File: src/rtl/core/hmmbc_pkg.sv
// Package with shared types and constants of the memory map bank controller.
package hmmbc_pkg;

    typedef enum logic [1:0] {
        FUNC_READ  = 2'd0,
        FUNC_WRITE = 2'd1,
        FUNC_LROM  = 2'd2,
        FUNC_LBOOT = 2'd3
    } func_t;

    localparam logic [1:0] CFG_CTRL_TYPE = 2'd0;
    localparam logic [1:0] CFG_EXT_RAM   = 2'd1;
    localparam logic [1:0] CFG_BOOT      = 2'd2;

    localparam logic [1:0] CTRL_MBC1 = 2'd1;
    localparam logic [1:0] CTRL_MBC3 = 2'd2;

    localparam logic [1:0] XRAM_NONE = 2'd0;
    localparam logic [1:0] XRAM_2K   = 2'd1;
    localparam logic [1:0] XRAM_8K   = 2'd2;

    localparam logic [15:0] ADDR_DMA   = 16'hFF46;
    localparam logic [15:0] ADDR_UNMAP = 16'hFF50;
    localparam logic [7:0]  OAM_COPY_BYTES = 8'd160;

    // One queued item between the front and the back end.
    typedef struct packed {
        func_t       func;
        logic [15:0] addr;
        logic [18:0] load_index;
        logic [7:0]  data;
    } item_t;

endpackage

File: src/rtl/core/hmmbc_front.sv
// Front end: accepts input beats into a two-entry queue for the back end.
module hmmbc_front (
    input  logic               aclk,
    input  logic               aresetn,
    input  logic               in_valid,
    output logic               in_ready,
    input  hmmbc_pkg::item_t   in_item,
    output logic               q_valid,
    input  logic               q_ready,
    output hmmbc_pkg::item_t   q_item
);
    hmmbc_pkg::item_t q_mem [2];
    logic       wr_ptr_reg, rd_ptr_reg;
    logic [1:0] count_reg;
    logic       push, pop;

    assign in_ready = (count_reg != 2'd2);
    assign q_valid  = (count_reg != 2'd0);
    assign q_item   = q_mem[rd_ptr_reg];
    assign push     = in_valid && in_ready;
    assign pop      = q_valid && q_ready;

    always_ff @(posedge aclk) begin
        if (push) begin
            q_mem[wr_ptr_reg] <= in_item;
        end
        if (!aresetn) begin
            wr_ptr_reg <= 1'b0;
            rd_ptr_reg <= 1'b0;
            count_reg  <= 2'd0;
        end else begin
            if (push) wr_ptr_reg <= ~wr_ptr_reg;
            if (pop) rd_ptr_reg <= ~rd_ptr_reg;
            count_reg <= count_reg + {1'b0, push} - {1'b0, pop};
        end
    end

    assert property (@(posedge aclk) disable iff (!aresetn) count_reg != 2'd3)
        else $error("queue count out of range");
    assert property (@(posedge aclk) disable iff (!aresetn)
        (count_reg == 2'd2 && !pop) |=> count_reg == 2'd2)
        else $error("full queue lost an entry");
    assert property (@(posedge aclk) disable iff (!aresetn)
        (count_reg == 2'd0) |-> !pop)
        else $error("pop from empty queue");
endmodule

File: config.mk
export PLATFORM = sky130hd
export DESIGN_NAME = hmmbc_front
export DESIGN_NICKNAME = d
export VERILOG_FILES = /design/src/rtl/core/hmmbc_pkg.sv /design/src/rtl/core/hmmbc_front.sv
export SDC_FILE = /design/constraint.sdc
export NUM_CORES = 1
export LEC_CHECK = 0
export BUFFER_PORTS_ARGS = -buffer_cell sky130_fd_sc_hd__clkbuf_2
export CAP_MARGIN = 20
export CORE_MARGIN = 3
export CORE_UTILIZATION = 56
export DETAILED_ROUTE_END_ITERATION = 8
export PLACE_DENSITY_LB_ADDON = 0.1
export SYNTH_ARGS = -nofsm -noshare
export SYNTH_HDL_FRONTEND = slang
export SYNTH_SLANG_ARGS = --single-unit
File: constraint.sdc
create_clock -name aclk -period 9 [get_ports aclk]
set_clock_uncertainty 0.05 [all_clocks]
set_input_delay 0.9 -clock aclk [delete_from_list [all_inputs] [get_ports aclk]]
set_output_delay 0.9 -clock aclk [all_outputs]
set_load 0.005 [all_outputs]
==> results.txt <==
WP data required: 8.05 ns
Pwr/cell area: 273 nW/um^2
CP max FO: 34
Reg clk slew, reported paths: 0.08 ns
Status: finished, final reports clean
Post-synth top area share: 73.3%
Yosys cell types: 18
Post-Layout Inst Area: 4480 sq um
Root buffer cell: clkbuf_8
CP arrival: 2.04 ns
Die H: 87.1 um
Worst reg2reg path startpoint: count_reg[0]$_SDFF_PN0_
Mapped Nets: 215
H-tree levels: 3
Worst-Margin Slew: 0.621 ns
Share of cells above drive strength 1: 59.3%
Die X: 87.1 um
Dpl cell area: 4190 sq um
Number of max-cap violations: 0
Pleak: 0.00180 uW
Initial DRC Count: 83
Max reg flops: 90
Total negative slack: 0 ns
Top post-synthesis cells by area: edfxtp_1 73%, mux2_4 16%, dfxtp_1 2.7%
Total track usage: 15.9%
Total chip power: 1220 uW
Fin Hold WS: 0.482 ns
Rel. slew slack: 58.6%
Largest area contributor in the netlist: edfxtp_1
Worst-Skew Late Latency: 0.35 ns
Switching power: 289 uW
Drt wl/cell: 16.1 um
Initial antenna violation count: 0
Final setup violation count: 0
P&R area growth vs syn: 21.5%
Most frequent cells in the layout: 95 x clkbuf_2, 90 x edfxtp_1, 40 x mux2_4, 9 x clkbuf_8, 5 x mux2_2
Post-CTS Resized: 0
Hpwl dp: 3640 um
Drt first pass iters: 4
Row cnt: 28
Switch share: 23.6%
Vias in the first global route: 1805
Tcrit/Tclk final: 33.2%
Hold Buf Count CTS: 0
Reg power frac: 47.5%
Vias per cell: 5.06
Net count, final: 319
Final-report max-slew violation count: 0
Avg Cell Area, Syn: 22.5 sq um
CTS sink cnt: 95
Slowest-stage cell, CP: dfxtp_2
CP cell instances: buf_4 > mux2_2 > clkbuf_2
N_diodes: 0
Initial Utilization: 60.1%
Leading cell type in the layout, fill and taps excluded: clkbuf_2
Mapped cell area: 3680 sq um
CTS Buffer Depth: 2
Yosys warning count: 0
Buffers on Ports: 95
RSZ-0062 raised after global routing: no
Cell Int Power: 935 uW
Hold path start: wr_ptr_reg$_SDFFE_PN0N_
Pin count of the biggest net entering global routing: 46
Setup Buffers After CTS: 0
Peak Freq: 335 MHz
CP startpoint kind: flop
Die area: 7590 sq um
Tmin final: 2.99 ns
First-pass GRT wire length: 8670 um
Core area: 6130 sq um
Peak VDD IR: 151 uV
Mapped Cells: 164
Final Hold Viols: 0
Gate power share: 24.0%
Vias: 1761
Post-Route WL: 5620 um
Ports: 96
GPL Wtd Cong: 0.697
Crit path largest cell delay: 0.57 ns
Clock share of power: 28.5%
Residual DRC: 0
Hold Path Class: flop to flop
Sequential area share after synthesis: 76.1%
Crit Path Category: flop to output pin
Number of nets still failing antenna checks after routing: 0
TritonCTS clock tree: done
CTS buffer count: 9
Endpoint class of the critical path: output pin
GRT overflow: 0
#FFs+latches synth: 95
[power groups by stage]
stage               Sequential (uW)  Clock [uW]  Combinational (uW)
floorplan                       581           0                 224
global placement                589           0                 292
detailed placement              592           0                 295
CTS                             583         354                 297
global route                    588         377                 319
finish                          581         349                 294
[metrics by stage]
| stage | util [%] | setup WS [ns] | cells |
|---|---|---|---|
| global placement | 68.3 | 6.39 | 331 |
| global route | 73.0 | 5.88 | 348 |
| detailed placement | 68.3 | 6.37 | 331 |
| CTS | 72.6 | 5.98 | 347 |
| finish | 73.0 | 6.01 | 348 |
| floorplan | - | 5.62 | 164 |
[synthesized netlist by cell type (all sizes together)]
cell type	count
edfxtp	90
mux2	45
buf	5
dfxtp	5
xnor2	3
and2	2
ha	2
nand2	2
nand2b	2
nor2b	2
and3	1
inv	1
mux2i	1
nor2	1
o21a	1
or2	1
[critical path: cells and delay by family, from the launching register on]
| kind | cells | cell delay, ns |
|---|---|---|
| muxes | 1 | 0.41 |
| DFF | 1 | 0.57 |
| buffers and inverters | 2 | 0.68 |
[layer usage]
layer / track usage [%] / up-vias / part of all wire, %
met5: 0 / - / 0
met3: 5.49 / 8 / 6.7
met4: 7.11 / 0 / 1.5
met2: 26.6 / 56 / 51
li1: - / 850 / -
met1: 18.5 / 847 / 40
[cells by family after synthesis]
| kind of cell | count (synthesis) | synth area share [%] |
|---|---|---|
| buffers and inverters | 6 | 2.58 |
| multiplexers | 46 | 18.1 |
| AND/OR/NAND/NOR | 11 | 1.66 |
| adder cells (fa/ha/maj) | 2 | 0.679 |
| XOR/XNOR | 3 | 0.713 |
| flip-flops | 95 | 76.1 |
| AO/OA/AOI/OAI | 1 | 0.204 |
[layout make-up]
| type | instances | area [sq um] |
|---|---|---|
| inverter | 1 | 3.75 |
| clock buffer | 10 | 128 |
| clock inverter | 6 | 133 |
| tap | 75 | 93.8 |
| multi-input combinational | 63 | 796 |
| timing repair buffer | 98 | 518 |
| fill | 393 | 1660 |
| sequential | 95 | 2800 |
[worst paths after layout]
check	endpoint	slack (ns)	depth (start not counted)
min reg2reg	wr_ptr_reg$_SDFFE_PN0N_	0.48	2
max	q_item[2]	6.01	3
min	wr_ptr_reg$_SDFFE_PN0N_	0.48	2
max reg2reg	q_mem[0][16]$_DFFE_PP_	6.99	4
(Power assumes the default switching activity.)
